### src/rtl/obrb_pkg.sv
// obrb_pkg: shared types and constants for the overwriting byte ring buffer
// operation and status codes, controller/datapath command and status structs
// no dependencies
`timescale 1ns / 1ps
`default_nettype none

package obrb_pkg;

    localparam int BYTE_W = 8;
    localparam int CFG_W  = 9;
    localparam int ACT_W  = 3;
    localparam int STAT_W = 2;

    // operation carried by one input beat
    typedef enum logic [ACT_W-1:0] {
        ACT_CLEAR     = 3'd0,
        ACT_WRITE     = 3'd1,
        ACT_READ      = 3'd2,
        ACT_PEEK      = 3'd3,
        ACT_SNAPSHOT  = 3'd4,
        ACT_SNAP_READ = 3'd5
    } action_t;

    // result status codes
    typedef enum logic [STAT_W-1:0] {
        STAT_OK      = 2'd0,
        STAT_EMPTY   = 2'd1,
        STAT_NO_SNAP = 2'd2
    } status_code_t;

    // controller to datapath
    typedef struct packed {
        logic latch_op;    // capture the accepted input beat
        logic commit;      // apply the operation and load the result fields
        logic load_rdata;  // take the memory read data into the result
    } ctrl_cmd_t;

    // datapath to controller
    typedef struct packed {
        logic rd_hit;      // the pending operation returns a byte from memory
    } dp_stat_t;

endpackage

`default_nettype wire

### src/rtl/obrb_ram.sv
// obrb_ram: generic single write port, single read port RAM, registered read
// no dependencies
`timescale 1ns / 1ps
`default_nettype none

module obrb_ram #(
    parameter int WIDTH = 8,
    parameter int DEPTH = 256
) (
    input  wire logic                     clk,
    input  wire logic                     we,
    input  wire logic [$clog2(DEPTH)-1:0] waddr,
    input  wire logic [WIDTH-1:0]         wdata,
    input  wire logic [$clog2(DEPTH)-1:0] raddr,
    output logic      [WIDTH-1:0]         rdata
);

    logic [WIDTH-1:0] mem [DEPTH];

    // write port
    always_ff @(posedge clk)
    begin
        if (we)
        begin
            mem[waddr] <= wdata;
        end
    end

    // registered read port
    always_ff @(posedge clk)
    begin
        rdata <= mem[raddr];
    end

endmodule

`default_nettype wire

### src/rtl/obrb_ctrl.sv
// obrb_ctrl: controller state machine sequencing one operation at a time
// depends on obrb_pkg
`timescale 1ns / 1ps
`default_nettype none

module obrb_ctrl (
    input  wire logic                 clk,
    input  wire logic                 rst_n,
    input  wire logic                 in_valid,
    output logic                      in_ready,
    output logic                      out_valid,
    input  wire logic                 out_ready,
    output obrb_pkg::ctrl_cmd_t       cmd,
    input  wire obrb_pkg::dp_stat_t   stat
);

    typedef enum logic [2:0] {
        S_IDLE  = 3'b001,
        S_EXEC  = 3'b010,
        S_RDATA = 3'b100
    } state_t;

    state_t state_reg;
    state_t state_next;
    logic   out_valid_reg;
    logic   out_valid_next;
    logic   slot_free;
    logic   set_out;

    // result slot can take a new beat when empty or being drained
    assign slot_free = !out_valid_reg || out_ready;

    // next state and commands
    always_comb
    begin
        state_next = state_reg;
        cmd        = '0;
        set_out    = 1'b0;
        case (state_reg)
            S_IDLE:
            begin
                if (in_valid)
                begin
                    cmd.latch_op = 1'b1;
                    state_next   = S_EXEC;
                end
            end
            S_EXEC:
            begin
                if (slot_free)
                begin
                    cmd.commit = 1'b1;
                    if (stat.rd_hit)
                    begin
                        state_next = S_RDATA;
                    end
                    else
                    begin
                        set_out    = 1'b1;
                        state_next = S_IDLE;
                    end
                end
            end
            S_RDATA:
            begin
                cmd.load_rdata = 1'b1;
                set_out        = 1'b1;
                state_next     = S_IDLE;
            end
            default:
            begin
                state_next = S_IDLE;
            end
        endcase
    end

    // output beat flag
    always_comb
    begin
        if (set_out)
        begin
            out_valid_next = 1'b1;
        end
        else if (out_ready)
        begin
            out_valid_next = 1'b0;
        end
        else
        begin
            out_valid_next = out_valid_reg;
        end
    end

    always_ff @(posedge clk or negedge rst_n)
    begin
        if (!rst_n)
        begin
            state_reg     <= S_IDLE;
            out_valid_reg <= 1'b0;
        end
        else
        begin
            state_reg     <= state_next;
            out_valid_reg <= out_valid_next;
        end
    end

    assign in_ready  = (state_reg == S_IDLE);
    assign out_valid = out_valid_reg;

    // result fields are never overwritten while an undelivered beat waits
    assert property (@(posedge clk) disable iff (!rst_n)
        cmd.commit |-> (!out_valid_reg || out_ready))
        else $error("commit while result slot busy");

    // a memory read always ends in a presented result the next cycle
    assert property (@(posedge clk) disable iff (!rst_n)
        (state_reg == S_RDATA) |=> out_valid_reg)
        else $error("read data not presented");

    // an accepted input beat goes straight to execution
    assert property (@(posedge clk) disable iff (!rst_n)
        (in_valid && in_ready) |=> (state_reg == S_EXEC))
        else $error("accepted beat not executed");

    // a waiting result is held until taken
    assert property (@(posedge clk) disable iff (!rst_n)
        (out_valid_reg && !out_ready) |=> out_valid_reg)
        else $error("result dropped before taken");

endmodule

`default_nettype wire

### src/rtl/obrb_datapath.sv
// obrb_datapath: cursors, counts, snapshot state, byte store and result registers
// depends on obrb_pkg and obrb_ram
`timescale 1ns / 1ps
`default_nettype none

module obrb_datapath #(
    parameter int DEPTH = 256
) (
    input  wire logic                          clk,
    input  wire logic                          rst_n,
    input  wire logic                          cfg_wr_en,
    input  wire logic [obrb_pkg::CFG_W-1:0]    cfg_wr_data,
    input  wire logic [obrb_pkg::ACT_W-1:0]    action,
    input  wire logic [obrb_pkg::BYTE_W-1:0]   data_in,
    input  wire logic [obrb_pkg::BYTE_W-1:0]   peek_index,
    input  wire obrb_pkg::ctrl_cmd_t           cmd,
    output obrb_pkg::dp_stat_t                 stat,
    output logic      [obrb_pkg::BYTE_W-1:0]   data_out,
    output logic                               data_valid,
    output logic      [$clog2(DEPTH+1)-1:0]    fill_level,
    output logic                               overwrote,
    output logic      [obrb_pkg::STAT_W-1:0]   status
);

    localparam int AW      = $clog2(DEPTH);
    localparam int LW      = AW + 1;
    localparam int CW      = $clog2(DEPTH + 1);
    localparam int SW      = (LW > obrb_pkg::CFG_W) ? LW : obrb_pkg::CFG_W;
    localparam int PSW     = (LW > obrb_pkg::BYTE_W + 1) ? LW : obrb_pkg::BYTE_W + 1;
    localparam int LEN_RST = (DEPTH < 256) ? DEPTH : 256;

    // latched operation
    obrb_pkg::action_t           act_reg;
    logic [obrb_pkg::BYTE_W-1:0] din_reg;
    logic [obrb_pkg::BYTE_W-1:0] peek_reg;

    // buffer state
    logic [LW-1:0] len_reg;
    logic [AW-1:0] wr_reg,       wr_next;
    logic [AW-1:0] rd_reg,       rd_next;
    logic [LW-1:0] fill_reg,     fill_next;
    logic [AW-1:0] snap_idx_reg, snap_idx_next;
    logic [LW-1:0] snap_cnt_reg, snap_cnt_next;
    logic          snap_ok_reg,  snap_ok_next;

    // result fields
    logic [obrb_pkg::BYTE_W-1:0] dout_reg;
    logic                        dvalid_reg;
    logic [LW-1:0]               rfill_reg;
    logic                        over_reg;
    obrb_pkg::status_code_t      stat_reg;

    // per-operation outcome
    logic                        hit;
    logic                        over;
    obrb_pkg::status_code_t      res_stat;
    logic                        ram_we;
    logic [AW-1:0]               ram_raddr;
    logic [obrb_pkg::BYTE_W-1:0] ram_rdata;
    logic [LW-1:0]               len_cfg;
    logic [SW-1:0]               cfg_ext;
    logic [PSW-1:0]              peek_sum;
    logic [PSW-1:0]              peek_pos;
    logic                        peek_miss;

    function automatic logic [AW-1:0] adv(input logic [AW-1:0] i, input logic [LW-1:0] n);
        logic [LW-1:0] inc;
        inc = LW'(i) + LW'(1);
        adv = (inc >= n) ? '0 : AW'(inc);
    endfunction

    // length register clamped to 2..DEPTH when written
    assign cfg_ext = SW'(cfg_wr_data);
    always_comb
    begin
        if (cfg_ext < SW'(2))
        begin
            len_cfg = LW'(2);
        end
        else if (cfg_ext > SW'(DEPTH))
        begin
            len_cfg = LW'(DEPTH);
        end
        else
        begin
            len_cfg = LW'(cfg_ext);
        end
    end

    // peek address: oldest plus offset, wrapped once
    assign peek_sum  = PSW'(rd_reg) + PSW'(peek_reg);
    assign peek_pos  = (peek_sum >= PSW'(len_reg)) ? peek_sum - PSW'(len_reg) : peek_sum;
    assign peek_miss = (PSW'(peek_reg) >= PSW'(fill_reg));

    // operation decode
    always_comb
    begin
        wr_next       = wr_reg;
        rd_next       = rd_reg;
        fill_next     = fill_reg;
        snap_idx_next = snap_idx_reg;
        snap_cnt_next = snap_cnt_reg;
        snap_ok_next  = snap_ok_reg;
        hit           = 1'b0;
        over          = 1'b0;
        res_stat      = obrb_pkg::STAT_OK;
        ram_we        = 1'b0;
        ram_raddr     = rd_reg;
        case (act_reg)
            obrb_pkg::ACT_CLEAR:
            begin
                wr_next   = '0;
                rd_next   = '0;
                fill_next = '0;
            end
            obrb_pkg::ACT_WRITE:
            begin
                ram_we  = 1'b1;
                wr_next = adv(wr_reg, len_reg);
                if (fill_reg >= len_reg)
                begin
                    rd_next   = adv(rd_reg, len_reg);
                    fill_next = len_reg;
                    over      = 1'b1;
                end
                else
                begin
                    fill_next = fill_reg + LW'(1);
                end
            end
            obrb_pkg::ACT_READ:
            begin
                if (fill_reg == '0)
                begin
                    res_stat = obrb_pkg::STAT_EMPTY;
                end
                else
                begin
                    hit       = 1'b1;
                    ram_raddr = rd_reg;
                    rd_next   = adv(rd_reg, len_reg);
                    fill_next = fill_reg - LW'(1);
                end
            end
            obrb_pkg::ACT_PEEK:
            begin
                if (peek_miss)
                begin
                    res_stat = obrb_pkg::STAT_EMPTY;
                end
                else
                begin
                    hit       = 1'b1;
                    ram_raddr = AW'(peek_pos);
                end
            end
            obrb_pkg::ACT_SNAPSHOT:
            begin
                snap_idx_next = rd_reg;
                snap_cnt_next = fill_reg;
                snap_ok_next  = 1'b1;
            end
            obrb_pkg::ACT_SNAP_READ:
            begin
                if (!snap_ok_reg)
                begin
                    res_stat = obrb_pkg::STAT_NO_SNAP;
                end
                else if (snap_cnt_reg == '0)
                begin
                    res_stat = obrb_pkg::STAT_EMPTY;
                end
                else
                begin
                    hit           = 1'b1;
                    ram_raddr     = snap_idx_reg;
                    snap_idx_next = adv(snap_idx_reg, len_reg);
                    snap_cnt_next = snap_cnt_reg - LW'(1);
                end
            end
            default:
            begin
                res_stat = obrb_pkg::STAT_OK;
            end
        endcase
    end

    assign stat.rd_hit = hit;

    // input beat capture
    always_ff @(posedge clk)
    begin
        if (cmd.latch_op)
        begin
            act_reg  <= obrb_pkg::action_t'(action);
            din_reg  <= data_in;
            peek_reg <= peek_index;
        end
    end

    // buffer state: a length write clears everything, including the snapshot
    always_ff @(posedge clk or negedge rst_n)
    begin
        if (!rst_n)
        begin
            len_reg      <= LW'(LEN_RST);
            wr_reg       <= '0;
            rd_reg       <= '0;
            fill_reg     <= '0;
            snap_idx_reg <= '0;
            snap_cnt_reg <= '0;
            snap_ok_reg  <= 1'b0;
        end
        else if (cfg_wr_en)
        begin
            len_reg      <= len_cfg;
            wr_reg       <= '0;
            rd_reg       <= '0;
            fill_reg     <= '0;
            snap_idx_reg <= '0;
            snap_cnt_reg <= '0;
            snap_ok_reg  <= 1'b0;
        end
        else if (cmd.commit)
        begin
            wr_reg       <= wr_next;
            rd_reg       <= rd_next;
            fill_reg     <= fill_next;
            snap_idx_reg <= snap_idx_next;
            snap_cnt_reg <= snap_cnt_next;
            snap_ok_reg  <= snap_ok_next;
        end
    end

    // result registers
    always_ff @(posedge clk)
    begin
        if (cmd.commit)
        begin
            dout_reg   <= '0;
            dvalid_reg <= hit;
            rfill_reg  <= fill_next;
            over_reg   <= over;
            stat_reg   <= res_stat;
        end
        else if (cmd.load_rdata)
        begin
            dout_reg <= ram_rdata;
        end
    end

    // byte store
    obrb_ram #(
        .WIDTH (obrb_pkg::BYTE_W),
        .DEPTH (DEPTH)
    ) u_store (
        .clk   (clk),
        .we    (cmd.commit && ram_we),
        .waddr (wr_reg),
        .wdata (din_reg),
        .raddr (ram_raddr),
        .rdata (ram_rdata)
    );

    assign data_out   = dout_reg;
    assign data_valid = dvalid_reg;
    assign fill_level = CW'(rfill_reg);
    assign overwrote  = over_reg;
    assign status     = stat_reg;

endmodule

`default_nettype wire

### src/rtl/overwriting_byte_ring_buffer.sv
// Overwriting byte ring buffer: one operation per input beat, one result beat
// for each (clear, write, read, peek, snapshot, snapshot read). An operation
// is accepted, then applies and loads its result; one that returns a byte
// takes a further step to load it, since the byte store has a registered read
// port, and the result beat is registered from that load. The input is taken
// again as soon as the result is loaded, so the block takes no new operation
// before it is through with the last one. A waiting result does not block
// acceptance of the next beat, but that beat is held until the result is
// taken. Writing the length register clamps it to 2..DEPTH, empties the buffer
// and drops the snapshot; write it only while no operation is in flight. The
// store needs no clearing pass after reset.
// depends on obrb_pkg, obrb_ctrl, obrb_datapath
`timescale 1ns / 1ps
`default_nettype none

module overwriting_byte_ring_buffer #(
    parameter int DEPTH = 256
) (
    input  wire logic                          clk,
    input  wire logic                          rst_n,
    input  wire logic                          cfg_wr_en,
    input  wire logic [obrb_pkg::CFG_W-1:0]    cfg_wr_data,
    input  wire logic                          in_valid,
    output logic                               in_ready,
    input  wire logic [obrb_pkg::ACT_W-1:0]    action,
    input  wire logic [obrb_pkg::BYTE_W-1:0]   data_in,
    input  wire logic [obrb_pkg::BYTE_W-1:0]   peek_index,
    output logic                               out_valid,
    input  wire logic                          out_ready,
    output logic      [obrb_pkg::BYTE_W-1:0]   data_out,
    output logic                               data_valid,
    output logic      [$clog2(DEPTH+1)-1:0]    fill_level,
    output logic                               overwrote,
    output logic      [obrb_pkg::STAT_W-1:0]   status
);

    obrb_pkg::ctrl_cmd_t cmd;
    obrb_pkg::dp_stat_t  stat;

    // sequencing
    obrb_ctrl u_ctrl (
        .clk       (clk),
        .rst_n     (rst_n),
        .in_valid  (in_valid),
        .in_ready  (in_ready),
        .out_valid (out_valid),
        .out_ready (out_ready),
        .cmd       (cmd),
        .stat      (stat)
    );

    // cursors, store and results
    obrb_datapath #(
        .DEPTH (DEPTH)
    ) u_dp (
        .clk         (clk),
        .rst_n       (rst_n),
        .cfg_wr_en   (cfg_wr_en),
        .cfg_wr_data (cfg_wr_data),
        .action      (action),
        .data_in     (data_in),
        .peek_index  (peek_index),
        .cmd         (cmd),
        .stat        (stat),
        .data_out    (data_out),
        .data_valid  (data_valid),
        .fill_level  (fill_level),
        .overwrote   (overwrote),
        .status      (status)
    );

endmodule

`default_nettype wire

### config.mk
export PLATFORM = sky130hd
export DESIGN_NAME = overwriting_byte_ring_buffer
export DESIGN_NICKNAME = d
export VERILOG_FILES = /design/src/rtl/obrb_pkg.sv /design/src/rtl/obrb_ram.sv /design/src/rtl/obrb_ctrl.sv /design/src/rtl/obrb_datapath.sv /design/src/rtl/overwriting_byte_ring_buffer.sv
export SDC_FILE = /design/constraint.sdc
export NUM_CORES = 2
export LEC_CHECK = 0
export BUFFER_PORTS_ARGS = -buffer_cell sky130_fd_sc_hd__buf_2
export CAP_MARGIN = 20
export CELL_PAD_IN_SITES_DETAIL_PLACEMENT = 0
export CELL_PAD_IN_SITES_GLOBAL_PLACEMENT = 1
export CORE_MARGIN = 2
export CORE_UTILIZATION = 30
export CTS_BUF_LIST = sky130_fd_sc_hd__clkbuf_16
export CTS_CLUSTER_SIZE = 20
export DETAILED_ROUTE_END_ITERATION = 10
export PLACE_DENSITY_LB_ADDON = 0.1
export SETUP_SLACK_MARGIN = 0.2
export SKIP_CTS_REPAIR_TIMING = 1
export SYNTH_ARGS = -nofsm -noshare
export SYNTH_HDL_FRONTEND = slang
export SYNTH_SLANG_ARGS = --single-unit
### constraint.sdc
create_clock -name clk -period 5.2 [get_ports clk]
set_input_delay 0 -clock clk [delete_from_list [all_inputs] [get_ports clk]]
set_output_delay 0 -clock clk [all_outputs]
set_load 0.01 [all_outputs]
* Word-level counts from Yosys, hierarchy flattened
Memory sizes are Yosys's and may differ from the RTL's. A register that Yosys moved wholly into a read port is not among the register bits. Index checks and enable logic that the tools add are counted. W data, S select, Z words.
Word-level totals: register bits after elaboration 96, bits in writable memories 2048, bits of input ports 33, output and inout port bits 23, memories kept 1
Memories:
- u_dp.u_store.mem | depth 256, bits a word 8, rd ports 1, clocked after memory_dff 1, wr ports 1, RTL line obrb_ram.sv:18 | logic [WIDTH-1:0] mem [DEPTH];
Operators by class: $add $sub $neg 8, order comparisons 8, equal/unequal tests 14, multiplexer cells 64, reductions and logical operators 17
Operator list (count):
- $mux W8 | 17
- $mux W9 | 10
- $pmux W8 S2 | 3
- $ge A9 B9 Y1 | 5
- $add A8 B1 Y9 const B | 3
- $pmux W9 S3 | 1
- $pmux W8 S3 | 1
- $mux W1 | 23
- $logic_not A9 Y1 | 2
- $pmux W9 S2 | 1
- $sub A9 B1 Y9 const B | 2
- $add A8 B8 Y9 | 1
- $add A9 B1 Y9 const B | 1
- $eq A3 B2 Y1 const B | 3
- $eq A3 B3 Y1 const B | 3
- $ge A8 B9 Y1 | 1
- $gt A9 B9 Y1 const B | 1
- $lt A9 B2 Y1 const B | 1
- $mux W3 | 3
- $reduce_and A4 Y1 | 2
- $sub A8 B8 Y8 | 1
- $eq A3 B1 Y1 const B | 2
- $ne A3 B2 Y1 const B | 2
- $ne A3 B3 Y1 const B | 2
- other kinds (15) | 20

* Depth between registers and ports, before layout
depth after elaboration 8, depth in mapped cells 27, depth with buffers taken out 22

* By module
From an unflattened synthesis, not the netlist that was laid out.
Second synthesis, totals: cell total of the unflattened synthesis 4470, area total of the unflattened synthesis 86405.4 um^2
Modules (own cells, without submodules):
- obrb_ram | instances 1, cells each 3733, area an instance 79556.3 um^2, sequential area each 61659.1 um^2
- obrb_datapath | instances 1, cells each 716, area an instance 6617.6 um^2, sequential area each 2423.6 um^2
- obrb_ctrl | instances 1, cells each 21, area an instance 231.5 um^2, sequential area each 101.3 um^2

* Worst setup path after synthesis
OpenSTA, ideal clock, no wires.
path type register -> register, start register u_dp.rd_reg[0], end register u_dp.u_store.rdata[7], read port of u_dp.u_store.mem, setup time 0.140 ns, data arrival time 5.003 ns, required time 5.060 ns, path slack 0.057 ns, cell stages (with the launch flop) 24, path buffers 3, clock period less this slack 5.143 ns, path through dfrtp_1 ha_1 inv_1 fa_1 nor2b_1 o31a_1 o21ai_0 a21boi_0 a21oi_1 ha_1 buf_2 nand4_1 a21oi_1 a211oi_4 o211a_4 nor4_2 buf_6 buf_6 mux4_2 a2111oi_2 nor3_1 a211o_1 a32oi_1 o41ai_2
On the way: word-level cells in the longest chain between the ends 5
RTL lines:
- start: declaration | RTL line obrb_datapath.sv:40 | logic [AW-1:0] rd_reg, rd_next;
- start signal: assignment | RTL line obrb_datapath.sv:227 | rd_reg <= rd_next;
- $add A8 B8 Y9 | RTL line obrb_datapath.sv:91 | assign peek_sum = PSW'(rd_reg) + PSW'(peek_reg);
- $sub A8 B8 Y8 / $ge A9 B9 Y1 (equally long branches) | RTL line obrb_datapath.sv:92 | assign peek_pos = (peek_sum >= PSW'(len_reg)) ? peek_sum - PSW'(len_reg) : peek_sum;
- $mux W8 | RTL line obrb_datapath.sv:92
- $mux W8 | RTL line obrb_datapath.sv:147 | if (peek_miss)
- $pmux W8 S2 * | RTL line obrb_datapath.sv:109 | case (act_reg)
- end: declaration | RTL line obrb_ram.sv:15 | output logic [WIDTH-1:0] rdata
Mark *: on every way between the ends. The rest lies on a longest branch, timed or not. A chain may end at the register's enable or synchronous reset.

* Worst setup path after layout
start register u_dp.peek_reg[0] (netlist name), end register u_dp.u_store.rdata[1], read port of u_dp.u_store.mem
On the way: word-level cells in the longest chain between the ends 5
RTL lines:
- start: declaration | RTL line obrb_datapath.sv:35 | logic [obrb_pkg::BYTE_W-1:0] peek_reg;
- start signal: assignment | RTL line obrb_datapath.sv:197 | peek_reg <= peek_index;
- $add A8 B8 Y9 | RTL line obrb_datapath.sv:91
- $sub A8 B8 Y8 / $ge A9 B9 Y1 (equally long branches) | RTL line obrb_datapath.sv:92
- $mux W8 | RTL line obrb_datapath.sv:92
- $mux W8 * | RTL line obrb_datapath.sv:147
- $pmux W8 S2 * | RTL line obrb_datapath.sv:109
Marks and branches as above.

==> reports/metrics.csv <==
metric,value,unit
ctsLongestPathBuffers,4,
crit_arrival,6.78,ns
gp_routability_congestion,0.8474,
hold_slack,0.1053,ns
tritoncts.num_buffers,262,
synth.avg_cell_area,13.39,sq um
antenna_found_initial,20,
yosysSeqAreaShare,72.00,%
power_report.internal_total,30350,uW
synth_area_leaders,"sky130_fd_sc_hd__edfxtp_1 70%, sky130_fd_sc_hd__nand2_1 6.4%, sky130_fd_sc_hd__nand3_1 2.7%, sky130_fd_sc_hd__mux2i_1 2.0%, sky130_fd_sc_hd__nor2_1 1.5%",
synth.ff_latch_count,2152,
maxCapViolCount,0,
fin_nets,7753,
worst_ep_required_time,5.93,ns
top_register,u_dp.u_store.mem,
root_buffer,sky130_fd_sc_hd__clkbuf_16,
yosys_most_used_dff,sky130_fd_sc_hd__edfxtp_1,
floorplan.initialDensity,30.09,%
seqPwrFrac,48.2,%
detail_route.iter0.violations,6457,
floorplan.die.width,549.1,um
critical_path_capture_point_type,flip-flop,
placementRows,200,
pwr-share-comb,8.4,%
setup_repair_after_global_routing_missed_its_margin,true,
postSynthNetCount,6765,
globalRouteOverflowTotal,0,
timing.max_slew.rel_slack,0.3702,%
clk_lat_worst_skew,0.89,ns
final_cell_count_no_fill,11800,
drt-met1-wl,164.2,mm
cts_num_sinks,2152,
dr.pass1.iters,6,
vdd_drop_max,0.2366,mV
h_tree_lvls,5,
grt_pass1_vias,60340,
hold_path.class,in -> reg,
detailroute.via_count,61820,
die_height,549.1,um
critical_path.max_stage_delay,0.53,ns
fill_cells,28460,
yosys-top-cells-count,"2080 x sky130_fd_sc_hd__edfxtp_1, 1509 x sky130_fd_sc_hd__nand2_1, 481 x sky130_fd_sc_hd__nand3_1",
timing.reg2reg.worst_path_depth,28,
wire_per_inst,31.28,um
dp_hpwl,243.3,mm
synth_cell_types,89,
cp_max_fo,10,
residual_drc,0,
switching_portion_of_total_power,24.49,%
routed_wirelength,369.0,mm
io_buffers,55,
highest_layer,met5,
cts.clk_slew.worst_paths,0.06,ns
ioPinCount,56,
failed_checks,setup timing,
netlist_area,89150,sq um
timing.setup.critical_path_class,reg -> reg,
synth-async-reset-ratio,2.602,%
setup.worst_path.start_class,flip-flop,
maxClockFrequency,165.1,MHz
layout_worst_path_cycle_share,116.5,%
postLayoutSetupSlackWorst,-0.8574,ns
synth_most_common_cell,sky130_fd_sc_hd__edfxtp_1,
grt_max_degree,149,
synth_enable_flop_cells,2080,
synth_area_leader_cell,sky130_fd_sc_hd__edfxtp_1,
met3_wirelength,21.92,mm
hold_violations,0,
post-route-min-period,6.057,ns
final.setup.tns,-5.781,ns
power_frac_clock,43.5,%
first_pass_grt_wire_length,503.8,mm
detailroute.wirelength.met2,172.5,mm
netlist.area_leader.share,70.06,%
fin_skew,0.05936,ns
core_region_area,296300,sq um
worst_path_most_repeated_cell,sky130_fd_sc_hd__buf_12,
synthesis.instances,6660,
die_area,301500,sq um
slew_violations,0,
groute.usage.overall,23.76,%
flow.area_growth_from_synthesis,25.76,%
yosys_warnings,0,
route.antenna.remaining_nets,0,
hold_depth,4,
drive_gt1_share,21.48,%
power_leakage,0.04011,uW
cts_tree,built,
cell_with_the_largest_stage_delay_on_the_worst_path,sky130_fd_sc_hd__or4_1,
place_inst,11180,
drt-vias-per-instance,5.240,
tightestPinTransition,1.494,ns
number_of_flip_flops_in_the_largest_register,2048,
setup-violations-final,8,
power.density_cell_area,358.5,nW/um^2
status,"finished, violations left",
switching_pwr,9843,uW
stage by stage:
step / power, uW / cell area [sq um] / worst slack [ns] / util [%]
2_1_floorplan: 21060 / 89150 / 0.2386 / -
3_3_place_gp: 22850 / 101200 / -2.421 / 34.16
3_5_place_dp: 22850 / 101300 / -1.587 / 34.19
4_1_cts: 40310 / 109300 / -1.695 / 36.90
5_1_grt: 41340 / 112100 / -1.168 / 37.84
6_report: 40190 / 112100 / -0.8574 / 37.84
critical path: cells and delay by family, from the launching register on:
kind	cells	cell delay, ns
flops	1	0.37
buf+inv	8	1.28
fa+ha+maj	3	0.93
compound gates	11	2.06
simple gates	6	1.19
layout by cell type, fill, tap and decap left out, types with 52 or more instances in the layout:
cell,netlist,final
sky130_fd_sc_hd__edfxtp_1,2080,2080
sky130_fd_sc_hd__nand2_1,1509,1488
sky130_fd_sc_hd__buf_4,47,840
sky130_fd_sc_hd__nand3_1,481,477
sky130_fd_sc_hd__nor2_1,363,352
sky130_fd_sc_hd__clkbuf_16,0,284
sky130_fd_sc_hd__a21oi_1,233,218
sky130_fd_sc_hd__mux2i_1,174,167
sky130_fd_sc_hd__buf_12,0,126
sky130_fd_sc_hd__and3_1,125,123
sky130_fd_sc_hd__a31oi_1,116,106
sky130_fd_sc_hd__inv_1,47,98
sky130_fd_sc_hd__a211oi_1,103,86
sky130_fd_sc_hd__o21ai_0,97,86
sky130_fd_sc_hd__clkinv_1,0,77
sky130_fd_sc_hd__dlygate4sd3_1,0,77
sky130_fd_sc_hd__nand4_1,70,70
sky130_fd_sc_hd__ha_1,70,68
sky130_fd_sc_hd__buf_2,178,56
sky130_fd_sc_hd__dfrtp_1,54,53
sky130_fd_sc_hd__mux4_2,52,52
metal layers:
layer  global-route usage (%)  vias up
met5                        0        -
met4                    5.960        8
met3                    3.294      475
met2                    38.47     2076
met1                    33.49    32140
li1                         -    27120
cells by family (layout without fill, tap and decap cells):
logic type / after synthesis / after routing / share of synthesized area, %
AND/OR/NAND/NOR: 2704 / 2704 / 13.07
flip-flops: 2152 / 2152 / 72.00
AO/OA/AOI/OAI: 986 / 986 / 7.656
buffers and inverters: 485 / 1677 / 2.625
multiplexers: 233 / 233 / 3.356
adder cells (fa/ha/maj): 72 / 72 / 1.027
XOR/XNOR: 28 / 28 / 0.2751
other: 0 / 6 / 0
worst paths after layout:
kind,from,to,slack [ns]
setup / recovery,u_dp.peek_reg[0],u_dp.u_store.rdata[1],-0.86
hold / removal,out_ready,u_ctrl.out_valid,0.11
setup reg to reg,u_dp.peek_reg[0],u_dp.u_store.rdata[1],-0.86
hold reg to reg,u_dp.data_out[6],u_dp.data_out[6],0.50
max in group asynchronous,rst_n,u_dp.rd_reg[0],4.20
min in group asynchronous,rst_n,u_dp.snap_idx_reg[2],0.38
layout make-up:
type	instances	area, sq um	share of cell area [%]
clock buffer	272	6807	6.071
timing repair buffer	1162	10910	9.730
multi-input combinational	4023	23880	21.30
clock inverter	196	1215	1.084
inverter	47	176.4	0.1574
antenna	6	15.01	0.01339
sequential	2152	64190	57.25
tap	3939	4928	4.396
power groups by stage:
stage               Sequential, uW  Combinational [uW]  Clock, uW
floorplan                    19900                1140          0
global placement             19700                3130          0
detailed placement           19700                3130          0
CTS                          19400                3140      17800
global route                 19400                3550      18400
finish                       19400                3360      17500
Note: power is estimated with default switching activity, not from simulation.
